<file path="src/pwa_div.sv">
// bit-serial restoring divider for the rounded means
module pwa_div #(
    parameter int DW = 29,
    parameter int VW = 5
) (
    input  logic          i_clk,
    input  logic          i_rst_n,
    input  logic          i_start,
    input  logic [DW-1:0] i_dividend,
    input  logic [VW-1:0] i_divisor,
    output logic          o_done,
    output logic [DW-1:0] o_quot
);
    localparam int CW = $clog2(DW + 1);

    logic          r_busy;
    logic          r_done;
    logic [CW-1:0] r_cnt;
    logic [VW-1:0] r_rem;
    logic [DW-1:0] r_quo;
    logic [VW-1:0] r_div;

    logic [VW:0] rem_sh;
    logic [VW:0] rem_sub;
    logic        ge;

    always_comb begin
        rem_sh  = {r_rem, r_quo[DW-1]};
        ge      = rem_sh >= {1'b0, r_div};
        rem_sub = ge ? (rem_sh - {1'b0, r_div}) : rem_sh;
    end

    always_ff @(posedge i_clk) begin
        if (!i_rst_n) begin
            r_busy <= 1'b0;
            r_done <= 1'b0;
            r_cnt  <= '0;
        end else begin
            r_done <= 1'b0;
            if (i_start) begin
                r_busy <= 1'b1;
                r_cnt  <= CW'(DW);
            end else if (r_busy) begin
                r_cnt <= r_cnt - 1'b1;
                if (r_cnt == CW'(1)) begin
                    r_busy <= 1'b0;
                    r_done <= 1'b1;
                end
            end
        end
    end

    always_ff @(posedge i_clk) begin
        if (i_start) begin
            r_rem <= '0;
            r_quo <= i_dividend;
            r_div <= i_divisor;
        end else if (r_busy) begin
            r_rem <= rem_sub[VW-1:0];
            r_quo <= {r_quo[DW-2:0], ge};
        end
    end

    assign o_done = r_done;
    assign o_quot = r_quo;

endmodule

</file>
<file path="config.mk">
export PLATFORM = sky130hd
export DESIGN_NAME = pwa_div
export DESIGN_NICKNAME = d
export VERILOG_FILES = /design/src/pwa_div.sv
export SDC_FILE = /design/constraint.sdc
export NUM_CORES = 1
export LEC_CHECK = 0
export BUFFER_PORTS_ARGS = -buffer_cell sky130_fd_sc_hd__buf_2
export CORE_ASPECT_RATIO = 0.5
export CORE_UTILIZATION = 30
export CTS_CLUSTER_DIAMETER = 120
export DETAILED_ROUTE_END_ITERATION = 7
export SLEW_MARGIN = 10
export SYNTH_ARGS = -nofsm -noshare
export SYNTH_HDL_FRONTEND = slang
export SYNTH_SLANG_ARGS = --single-unit
</file>
<file path="constraint.sdc">
create_clock -name i_clk -period 2.85 [get_ports i_clk]
set_clock_uncertainty 0.15 [all_clocks]
set_input_delay 0 -clock i_clk [delete_from_list [all_inputs] [get_ports i_clk]]
set_output_delay 0 -clock i_clk [all_outputs]
set_load 0.005 [all_outputs]
</file>
# ---- Word-level counts from Yosys, hierarchy flattened
# Index checks and enable logic that the tools add are counted.
# Widths: inputs -> output; s select.
dict set report op_classes {
  add_sub_neg 2
  n_lt_le_gt_ge 1
  n_eq_ne 1
  muxes 9
  n_bitwise 2
  n_reduce_logical 3
}
# op count
set ops {}
lappend ops {{$mux 29} 2}
lappend ops {{$mux 5} 3}
lappend ops {{$ge 6x5->1} 1}
lappend ops {{$eq 5x1->1 const B} 1}
lappend ops {{$sub 5x1->5 const B} 1}
lappend ops {{$sub 5x5->5} 1}
lappend ops {{$mux 1} 4}
lappend ops {{$reduce_or 3->1} 1}
lappend ops {{$not 1->1} 2}
lappend ops {{$reduce_bool 2->1} 1}
lappend ops {{$reduce_or 2->1} 1}
dict set report totals {
  regBits 46
  inputBits 37
  output_inout_bits 30
  word_cells 25
}

# ---- Longest topological paths before layout
dict set report logic_depth {
  word_depth 4
  mapped_depth 8
  mapped_depth_nobuf 8
}

# ---- Worst setup path before layout
# No wires, ideal clock.
dict set report synth_timing {
  path_kind {register to register}
  from {register r_quo[28] (netlist: o_quot[28])}
  to {register r_rem[2]}
  setup_time_ns 0.095
  arrival_time_ns 2.019
  required_ns 2.605
  path_slack_ns 0.585
  stages_incl_launch_ff 9
  path_buffers 0
  period_less_slack_ns 2.265
  cell_sequence {edfxtp_1 inv_1 ha_1 inv_1 fa_1 a21o_1 o211a_1 or4_1 o311ai_1}
}
dict set report synth_between {
  elab_chain_len 2
  elab_cells_between_ends 3
  cone_classes {add/sub: 1; order compare: 1; mux: 1}
}
# item line
set synth_lines {}
lappend synth_lines {{from (decl)} 20} ;# logic [DW-1:0] r_quo;
lappend synth_lines {{from (signal assigned)} 56} ;# r_quo <= i_dividend;
lappend synth_lines {{from (signal assigned)} 60} ;# r_quo <= {r_quo[DW-2:0], ge};
lappend synth_lines {{$sub 5x5->5 / $ge 6x5->1 (equally long branches)} {30, 29}}
lappend synth_lines {{$mux 5 (*)} 30} ;# rem_sub = ge ? (rem_sh - {1'b0, r_div}) : rem_sh;
lappend synth_lines {{to (signal assigned)} 59} ;# r_rem <= rem_sub[VW-1:0];
lappend synth_lines {{to (decl)} 19} ;# logic [VW-1:0] r_rem;
# Every way passes the cells marked *; elsewhere a longest branch is shown, timed or not.
# A chain may end at the register's enable or synchronous reset.

# ---- Final worst setup path
# Ends and elaborated chain as after synthesis.

==> run summary <==
The site row count came out at 21. The post-CTS setup-driven buffer insertion count came out at 0. The via count of the first global-routing pass was roughly 1400. The clock-pin slew on the worst setup and hold paths is about 60 ps. The count of different cell masters after synthesis is 38. The number of slew-limit violations in the final report came out at 0. The initial utilization of the core area, before any placement, comes to 0.315. STA classifies the critical path startpoint as a register. For this run, the register share of the synthesized area comes to 0.594. The net count reported at finish came out at ~310. Measured against its own limit, the worst slew margin works out to 0.537. In the layout the commonest cells are 66 x sky130_fd_sc_hd__buf_2, 35 x sky130_fd_sc_hd__dlygate4sd3_1, 34 x sky130_fd_sc_hd__edfxtp_1.

The max capacitance violation total came out at 0. The fmax is ~410 MHz. The pin count of the biggest net entering global routing is just under 50. The total detailed-routing wirelength came out at between 4000 and 5000 um. Setup repair after global routing left no endpoint under its margin. The total clock buffers created by CTS is 5. In this run the remaining antenna-violating nets after routing total 0. The class of the tightest hold or removal check is in2reg. The iteration-0 DRC count of the detailed router is 84.

The area growth from synthesis to layout came out at 44.1%. For this run, the total global-route usage over all layers was measured as 0.119. The clock net in this run drives a total of 46 sinks. The top fanout value on the critical path is 4. The library cell used most frequently in the layout, excluding fill and tap cells, is sky130_fd_sc_hd__buf_2. The ratio of final minimum period to clock period came out at 0.849. The ratio of total power to cell area is slightly below 600 nW/um2. The accumulated negative setup slack came out at 0 ps.

The worst register-to-register path begins at o_quot[28]. The die height is 61.5 um. The H-tree depth is 2. The transition time of the tightest slew-check pin is 695 ps.

The instance count of the mapped netlist is between 150 and 200. Yosys mapped a number of flops with a built-in enable equal to 34. The static leakage is approximately 1.3 nW.

The endpoint identified for the worst register-to-register timing path is r_rem[2]. The proportion of layout cells with a drive suffix above 1 came out at 0.410. 0 antenna diodes ended up in the layout.

The setup slack of the worst register-to-register path came out at roughly 430 ps. The core occupancy in the finished layout came out at 0.453. The register bit total from synthesis came out at 46. Each instance of the synthesized netlist takes up on average between 10 and 15 um2.

The number of hold violations in the final report is 0. The time the worst path needs with I/O delays and setup came out at roughly 2400 ps. The arrival time of the worst setup path is 2460 ps.

The total nets after synthesis came out at a little over 200. The clock tree from TritonCTS is done. The remaining global-route overflow is 0.

The number of design rule violations left after detail routing came out at 0. The critical path is of the reg2reg type. 67 I/O pins were placed. The global-route wire length before repair came out at between 6000 and 7000 um. The initial antenna violation count came to 0. In this run the worst setup path begins at o_quot[28]. The run finished with clean final reports. The library cell used as clock root buffer is sky130_fd_sc_hd__clkbuf_16.

The maximum number of buffers from clock root to sink is 2. The detailed-routing iteration count for the pre-antenna-repair pass came out at 4. The nature of the critical path endpoint is a register. In this run the tool buffered the top-level ports with 66 buffer cells.

The x dimension of the die is roughly 120 um. Traced cell by cell, the critical path runs through inv_1, ha_1, inv_1, fa_1, a21o_1, o211a_1, or4_1, o311ai_1. The die covers 7440 um2. For this design, the slowest cell found on the critical path is sky130_fd_sc_hd__or4_1. Once detailed placement completed, the half-perimeter wirelength came to 2950 um. Fill cells in the final layout number just over 600.

The dominant synthesized flop cell is sky130_fd_sc_hd__edfxtp_1. The detail-routed via count per cell is between 4 and 5. In the final routed layout, each cell accounts on average for 12.5 um.

The cell seen most often among critical-path stages is sky130_fd_sc_hd__inv_1. The critical path's largest stage delay is between 500 and 600 ps. For the worst-skew pair, the clock arrives at the later sink with an insertion delay of 280 ps.

The count of final setup violators came out at 0. The total number of vias came out at about 1600. The peak ir drop on the vdd network came out at 281 uV. The standard cell core area came out at 6750 um2. The Yosys step of the flow raised 0 warnings. The depth of the worst register-to-register path came out at 8. In this run the worst setup path terminates at r_rem[2].

The global placer's final weighted congestion came out at 0.801. The data required time of the worst path came out at ~2900 ps. The combined area of all synthesized cells is approximately 2100 um2. Of all flip-flops after synthesis, the portion carrying an async set or reset was 0. The final worst hold slack is slightly below 200 ps.
==> how the worst min path moves through the flow <==
stage               slack, ps  cells past startpoint         start  endpoint
detailed placement         30                      1  i_divisor[2]  r_div[2]
global placement           30                      1  i_divisor[1]  r_div[1]
global route              230                      2       i_start  r_div[3]
CTS                       210                      2       i_start  r_div[4]
floorplan                 -50                      0  i_divisor[0]  r_div[0]
finish                    200                      2       i_start  r_div[3]
==> report_power, final <==
group	internal, mW	total [mW]	leakage (nW)	switching, mW
sequential	0.800	0.841	0.440	0.0409
combinational	0.166	0.299	0.778	0.133
clock	0.414	0.644	0.0781	0.230
==> per-layer routing <==
| layer | vias to the layer above | wire, um | track usage |
|---|---|---|---|
| li1 | 784 | - | - |
| met1 | 740 | 2000 | 0.147 |
| met2 | 40 | 2190 | 0.204 |
| met3 | 6 | 156 | 0.0287 |
| met4 | 0 | 67 | 0.0582 |
| met5 | - | 0 | 0 |
==> area by class of cell <==
cell class	instances	area [um2]	share of cell area
inverter	11	41.3	0.0135
tap	92	115	0.0376
clock inverter	1	30.0	0.00981
clock buffer	7	133	0.0433
timing repair buffer	102	688	0.225
multi-input combinational	94	793	0.259
sequential	46	1260	0.412
==> stage by stage <==
stage	cells	total power [mW]	instance area (um2)	setup WS (ps)
6_report	353	1.78	3060	429
5_1_grt	353	1.87	3060	337
4_1_cts	353	1.81	3060	449
3_5_place_dp	310	1.12	2550	462
3_3_place_gp	310	1.11	2550	538
2_1_floorplan	158	1.01	2120	585
==> sequential cells by signal (all words and copies together), names as in the netlist <==
name	cells
r_busy	1
o_done	1
r_rem	5
o_quot	29
r_div	5
r_cnt	5
==> critical path, delay by kind of cell (launching register included) <==
kind / cells / cell delay [ps]
adder cells (fa/ha/maj): 2 / 560
AO/OA/AOI/OAI: 3 / 560
AND/OR/NAND/NOR: 1 / 530
flip-flops: 1 / 380
buffers and inverters: 2 / 160
==> cells by family (layout without fill, tap and decap cells) <==
family                     Yosys count  after routing  synth area share
adders and majority gates            8              8            0.0506
DFF                                 46             46             0.594
muxes                               30             30             0.158
buffers and inverters               18            121            0.0330
AOI/OAI and AO/OA                   18             18            0.0624
xor gates and xnor gates             6              6            0.0247
and+or+nand+nor                     32             32            0.0772
==> synthesized netlist by cell type (2+ instances only) <==
cell                       number  area, um2
sky130_fd_sc_hd__xnor2_1        2       17.5
sky130_fd_sc_hd__ha_1           7       87.6
sky130_fd_sc_hd__nor2_1        13       48.8
sky130_fd_sc_hd__clkbuf_1       5       18.8
sky130_fd_sc_hd__nor4b_1        2       17.5
sky130_fd_sc_hd__nand2_1        6       22.5
sky130_fd_sc_hd__a21oi_1        3       15.0
sky130_fd_sc_hd__mux2_2        29        327
sky130_fd_sc_hd__nor3_1         2       10.0
sky130_fd_sc_hd__buf_2          2       10.0
sky130_fd_sc_hd__a31oi_1        2       12.5
sky130_fd_sc_hd__a311oi_1       2       17.5
sky130_fd_sc_hd__xor2_1         4       35.0
sky130_fd_sc_hd__edfxtp_1      34       1020
sky130_fd_sc_hd__inv_1         11       41.3
sky130_fd_sc_hd__dfxtp_1       12        240
==> what timing repair did <==
action,CTS,global route
hold buffers,35,0
endpoints found under the hold margin,41,0
gates resized for setup,0,0
Power figures use the tool's default switching activity.
