==> config.mk <==
export PLATFORM = sky130hd
export DESIGN_NAME = pwa_norm
export DESIGN_NICKNAME = d
export VERILOG_FILES = /design/src/pwa_pkg.sv /design/src/pwa_norm.sv
export SDC_FILE = /design/constraint.sdc
export NUM_CORES = 2
export LEC_CHECK = 0
export BUFFER_PORTS_ARGS = -buffer_cell sky130_fd_sc_hd__buf_2
export CORE_MARGIN = 2
export CORE_UTILIZATION = 39
export DETAILED_ROUTE_END_ITERATION = 12
export SLEW_MARGIN = 20
export SYNTH_ARGS = -nofsm -noshare
export SYNTH_HDL_FRONTEND = slang
export SYNTH_SLANG_ARGS = --single-unit
==> constraint.sdc <==
create_clock -name i_clk -period 9 [get_ports i_clk]
set_input_delay 0.45 -clock i_clk [delete_from_list [all_inputs] [get_ports i_clk]]
set_output_delay 0.45 -clock i_clk [all_outputs]
set_load 0.05 [all_outputs]
==> src/pwa_pkg.sv <==
// shared types and constants for the pose window average block
package pwa_pkg;

    localparam int WINDOW_MAX_DEF = 8;
    localparam logic [3:0] WIN_LEN_RESET = 4'd3;
    localparam int NORM_STEPS = 16;
    localparam logic signed [15:0] QUAT_ONE = 16'sd16384;

    typedef struct packed {
        logic               clear_store;
        logic signed [23:0] pos_x;
        logic signed [23:0] pos_y;
        logic signed [23:0] pos_z;
        logic signed [15:0] quat_x;
        logic signed [15:0] quat_y;
        logic signed [15:0] quat_z;
        logic signed [15:0] quat_w;
        logic        [6:0]  grip_percent;
    } t_pose_in;

    typedef struct packed {
        logic signed [23:0] avg_x;
        logic signed [23:0] avg_y;
        logic signed [23:0] avg_z;
        logic signed [15:0] avg_qx;
        logic signed [15:0] avg_qy;
        logic signed [15:0] avg_qz;
        logic signed [15:0] avg_qw;
        logic        [6:0]  avg_grip;
        logic        [3:0]  sample_count;
    } t_pose_out;

    typedef enum logic [2:0] {
        OP_DIV_X = 3'd0,
        OP_DIV_Y = 3'd1,
        OP_DIV_Z = 3'd2,
        OP_DIV_G = 3'd3,
        OP_NRM_X = 3'd4,
        OP_NRM_Y = 3'd5,
        OP_NRM_Z = 3'd6,
        OP_NRM_W = 3'd7
    } t_op;

endpackage

==> src/pwa_norm.sv <==
// digit-serial search for one normalized quaternion component
module pwa_norm #(
    parameter int QMW = 19,
    parameter int SQW = 40
) (
    input  logic           i_clk,
    input  logic           i_rst_n,
    input  logic           i_start,
    input  logic [QMW-1:0] i_mag,
    input  logic [SQW-1:0] i_sq,
    output logic           o_done,
    output logic [14:0]    o_mag
);
    import pwa_pkg::*;

    localparam int PW = SQW + 32;
    localparam int CW = $clog2(NORM_STEPS + 1);

    logic          r_busy;
    logic          r_done;
    logic [CW-1:0] r_cnt;
    logic [PW-1:0] r_lim;
    logic [PW-1:0] r_p;
    logic [PW-1:0] r_qs;
    logic [PW-1:0] r_ss;
    logic [15:0]   r_m;

    logic [2*QMW-1:0] mag2;
    logic [PW-1:0]    trial;
    logic             ok;
    logic [16:0]      m_inc;

    always_comb begin
        mag2  = i_mag * i_mag;
        trial = r_p + r_qs + r_ss;
        ok    = trial <= r_lim;
        m_inc = {1'b0, r_m} + 17'd1;
    end

    always_ff @(posedge i_clk) begin
        if (!i_rst_n) begin
            r_busy <= 1'b0;
            r_done <= 1'b0;
            r_cnt  <= '0;
        end else begin
            r_done <= 1'b0;
            if (i_start) begin
                r_busy <= 1'b1;
                r_cnt  <= CW'(NORM_STEPS);
            end else if (r_busy) begin
                r_cnt <= r_cnt - 1'b1;
                if (r_cnt == CW'(1)) begin
                    r_busy <= 1'b0;
                    r_done <= 1'b1;
                end
            end
        end
    end

    always_ff @(posedge i_clk) begin
        if (i_start) begin
            r_lim <= PW'({mag2, 30'b0});
            r_ss  <= PW'({i_sq, 30'b0});
            r_qs  <= '0;
            r_p   <= '0;
            r_m   <= '0;
        end else if (r_busy) begin
            r_p  <= ok ? trial : r_p;
            r_qs <= ok ? ((r_qs >> 1) + r_ss) : (r_qs >> 1);
            r_ss <= r_ss >> 2;
            r_m  <= {r_m[14:0], ok};
        end
    end

    assign o_done = r_done;
    assign o_mag  = m_inc[15:1];

endmodule

* Word-level counts from Yosys, hierarchy flattened *
Cells that the tools add are included.

storage, ports and cells
  bits of input ports = 62
  flip-flop bits (word level) = 275
  logic and storage cells = 33
  output and inout port bits = 16

operators by class
  reduce and logical (&&, ||, !) cells = 4
  bitwise operators = 2
  order comparisons = 1
  equality and inequality tests = 1
  add/sub/neg operators = 5
  mux-type cells = 9
  multiply operators = 1

operator list
  operator               number
  $mux 70                2
  $add 71x70->72         1
  $add 72x70->72         1
  $add 72x72->72         1
  $le 72x68->1           1
  $mux 72                1
  $mul 19x19->38         1
  $add 16x1->16 const B  1
  $mux 5                 2
  $eq 5x1->1 const B     1
  $sub 5x1->5 const B    1
  $mux 1                 4
  $reduce_or 3->1        1
  $not 1->1              2
  $reduce_and 2->1       1
  $reduce_bool 2->1      1
  $reduce_or 2->1        1

* Logic depth before layout (Yosys ltp) *
  depth in word-level cells = 4
  gate-level depth with buffers = 33
  gate-level depth less buffers = 30

* Worst setup path before layout *
No wires, ideal clock.

  path type = input to register
  start point = input port i_mag[9]
  end point = register r_lim[67], data pin
  required time = 8.742 ns
  setup slack = 1.705 ns
  buffers on the path = 2
  setup time = 0.258 ns
  stages on the path = 26
  data arrival time = 7.038 ns
  cells stage by stage = clkbuf_1 clkbuf_1 nand2_1 fa_1 fa_1 fa_1 inv_1 fa_1 inv_1 fa_1 fa_1 inv_1 ha_1 a21o_1 a21o_1 a2111oi_0 and2_1 a21boi_0 a221oi_1 a211o_1 a21boi_0 a221oi_1 a21oi_1 nand4_1 nand2_1 xnor2_1

on the way
  cells in the longest elaborated chain, start to end = 1

RTL lines
  item                    line            RTL
  start: declaration      pwa_norm.sv:9   input logic [QMW-1:0] i_mag,
  $mul 19x19->38          pwa_norm.sv:34  mag2 = i_mag * i_mag;
  via mag2[37]            pwa_norm.sv:28  logic [2*QMW-1:0] mag2;
  end signal: assignment  pwa_norm.sv:62  r_lim <= PW'({mag2, 30'b0});
  end: declaration        pwa_norm.sv:22  logic [PW-1:0] r_lim;

The timed path passes the listed nets, and every way through them passes these cells.
A chain may end at the register's enable or synchronous reset.

* Final worst setup path *
  start point = register r_qs[1]
  end point = register r_p[13]

on the way
  cells in the longest elaborated chain, start to end = 4

RTL lines
  item                        line            RTL
  start: declaration          pwa_norm.sv:24  logic [PW-1:0] r_qs;
  start signal: assignment    pwa_norm.sv:69  r_qs <= ok ? ((r_qs >> 1) + r_ss) : (r_qs >> 1);
  $add 72x72->72              pwa_norm.sv:35  trial = r_p + r_qs + r_ss;
  $add 72x70->72              pwa_norm.sv:35
  via trial[47]               pwa_norm.sv:29  logic [PW-1:0] trial;
  $le 72x68->1                pwa_norm.sv:36  ok = trial <= r_lim;
  $reduce_and 2->1 (no line)  -
  end signal: assignment      pwa_norm.sv:68  r_p <= ok ? trial : r_p;
  end: declaration            pwa_norm.sv:23  logic [PW-1:0] r_p;

The timed path passes the listed nets, and every way through them passes these cells.

==> impl_results.md <==
- Clk_lat worst skew: 0.60 ns
- CTS Buf Count: 31
- Fmax achieved: 121 MHz
- Rows: 103
- Die height: 287 um
- Reg2Reg Setup Slack: 0.73 ns
- Fin Setup TNS: 0 ns
- Post-synthesis async set-or-reset flop share: 0%
- Seq/Total Area, Yosys: 20.0%
- Remaining DRCs: 0
- Hold_buf cts: 0
- Worst slew pin tran: 1.11 ns
- Mean Syn Cell Area: 8.65 um^2
- Final cell count without fillers: 4650
- Fraction of layout cells with a size suffix above 1: 5.00%
- Setup bufs post-CTS: 0
- Initial antenna violation count: 8
- Reg-to-reg endpoint: r_p[13]
- Hold Path Class: in -> reg
- Ranking of synthesized cells by area: fa_1, dfxtp_1, ha_1
- Layout Nets: 4263
- DIE WIDTH: 287 um
- Core ar.: 79100 um^2
- Worst Clk Skew: 0.0148 ns
- IO Count: 78
- Outcome: completed
- Vias in the first global route: 24.8k
- End of the critical path: r_p[13]
- Post-synth top area share: 20.6%
- Synth warnings: 0
- Max_slew headroom: 24.4%
- Post-Synthesis Cells: 3609
- Post-DR vias/cell: 5.33
- CP max FO: 79
- Syn nets: 4297
- First-pass GRT wire length: 133000 um
- Worst-path clk slew: 0.06 ns
- Starting density of the core: 39.5%
- Root buffer cell: clkbuf_16
- RSZ-0062 raised after global routing: no
- Reg2Reg Depth: 27
- Grt ovf: 0
- LEAKAGE: 0.0157 uW
- Routed WL per cell: 17.4 um
- Crit start category: flip-flop
- IO buf count: 77
- Worst setup path start: r_qs[1]
- Reg-to-Reg Start: r_qs[1]
- CTS tree: done
- 1st-iter DRT viols: 1325
- Min Tclk post-route: 8.27 ns
- Netlist cell types: 80
- H-tree Lvls: 1
- Peak VDD IR: 0.340 mV
- Layout area overhead: 7.37%
- Final setup viols: 0
- Clock Sinks: 274
- Ant. Diodes: 0
- CP required: 9.51 ns
- Post-synth EDFFs: 77
- GRT Total Usage: 19.7%
- DRT Wirelength: 80900 um
- Post-CTS Resized: 0
- Fin. Hold Viols: 0
- Post-synth top flop: dfxtp_1
- Antenna Nets Post-Route: 0
- Flops & latches, synth: 274
- Critical path type: reg -> reg
- Arrival @ worst endpoint: 8.79 ns
- Drt first pass iters: 5
- PD cells: 288 nW/um^2
- MaxCap Viol Count: 0
- Leading area contributor after synthesis: fa_1
- Post-synthesis cell area: 31200 um^2
- HPWL Detailed: 63900 um
- Total number of vias: 24.8k
- Maximum root-to-sink buffer count: 3
- GP Congestion: 0.905
- Final slew viol count: 0
- Final Total Pwr: 9660 uW
- Endpoint class of the critical path: flip-flop
- Die ar.: 82400 um^2
- Placed Cells: 4592
- Largest net degree at the start of global routing: 149
- Final worst path period share: 91.9%
## flip-flops by register name, summed over array words and instances (netlist names)
register  count
r_cnt         5
r_p          72
r_lim        37
r_ss         70
r_qs         72
r_m          16
r_busy        1
o_done        1
## cells in the mapped netlist, types with 44 or more instances
cell type	count
a211oi_1	79
a21o_1	97
a21oi_1	316
and2_1	68
clkbuf_1	132
dfxtp_1	197
edfxtp_1	77
fa_1	321
ha_1	305
inv_1	452
mux2i_1	69
nand2_1	344
nand3_1	53
nand4_1	44
nor2_1	293
nor3_1	47
o21ai_0	107
xnor2_1	109
xor2_1	72
## cell usage in the layout (no fill, tap or decap), types with 72 or more instances in the layout
cell type | Yosys | final
nand2_1 | 344 | 343
nor2_1 | 293 | 292
ha_1 | 305 | 305
dfxtp_1 | 197 | 196
a21o_1 | 97 | 97
inv_1 | 452 | 452
edfxtp_1 | 77 | 77
buf_2 | 16 | 76
xnor2_1 | 109 | 109
xor2_1 | 72 | 72
a211oi_1 | 79 | 79
fa_1 | 321 | 321
o21ai_0 | 107 | 107
a21oi_1 | 316 | 316
## kinds of logic (layout without fill, tap and decap cells)
family | Yosys count | count (layout) | share of synthesized area, %
flops | 274 | 274 | 20.0
mux | 71 | 71 | 2.28
compound gates | 861 | 861 | 17.9
simple gates | 982 | 982 | 14.4
buf+inv | 614 | 605 | 7.54
xor+xnor | 181 | 181 | 5.08
fa+ha+maj | 626 | 626 | 32.8
## final cells by class
class | instances | area (um^2)
clock buffer | 44 | 897
clock inverter | 14 | 184
fill | 7975 | 45600
inverter | 454 | 1700
multi-input combinational | 2721 | 22600
sequential | 274 | 6260
tap | 1050 | 1310
timing repair buffer | 93 | 541
## where the power goes
part	internal [uW]	total, uW	switching (uW)
clock network	809	1370	558
registers	1740	1860	125
logic	2830	6430	3600
total	5370	9660	4280
## critical path: stages, from the launching register on
cell and delay (ns):
dfxtp_1 0.40, fa_1 0.45, ha_1 0.24, fa_1 0.46
a21o_1 0.23, a221oi_2 0.40, or3_1 0.22, a21boi_0 0.26
o21ai_1 0.46, o21bai_1 0.18, a31o_2 0.30, a21boi_0 0.43
xnor2_1 0.20, ha_1 0.33, nand4_1 0.12, nor4_1 0.30
buf_4 0.21, nand2_1 0.07, nor4_1 0.23, nand4_1 0.18
a2111oi_2 0.24, and3_1 0.20, nand4_1 0.17, a2111oi_2 0.41
o211ai_1 0.30, or2_4 0.63, or3_1 0.44, a21oi_1 0.13
## layer usage
layer | global-route usage, % | wire [um] | vias up
met4 | 5.30 | 2100 | 16
met1 | 27.1 | 38000 | 11868
met3 | 2.75 | 3720 | 124
met5 | 0 | 90 | -
li1 | - | - | 12251
met2 | 32.5 | 37000 | 520
## metrics by stage
step	utilization, %	hold WS (ns)	setup WS (ns)	instance area (um^2)
CTS	42.4	0.0900	0.700	33500
detailed placement	41.0	0.474	0.722	32400
floorplan	-	0.459	1.70	31200
global placement	41.0	0.468	0.833	32400
finish	42.4	0.118	0.728	33500
global route	42.4	0.115	0.0513	33500
## worst min path at each step
stage | end | depth (start not counted) | startpoint | slack [ns]
finish | r_busy | 2 | i_rst_n | 0.12
global route | r_busy | 2 | i_rst_n | 0.12
CTS | r_busy | 2 | i_rst_n | 0.09
detailed placement | r_p[1] | 2 | r_p[1] | 0.47
global placement | r_p[67] | 2 | r_p[67] | 0.47
floorplan | r_p[70] | 1 | r_p[70] | 0.46
(Power assumes the default switching activity.)
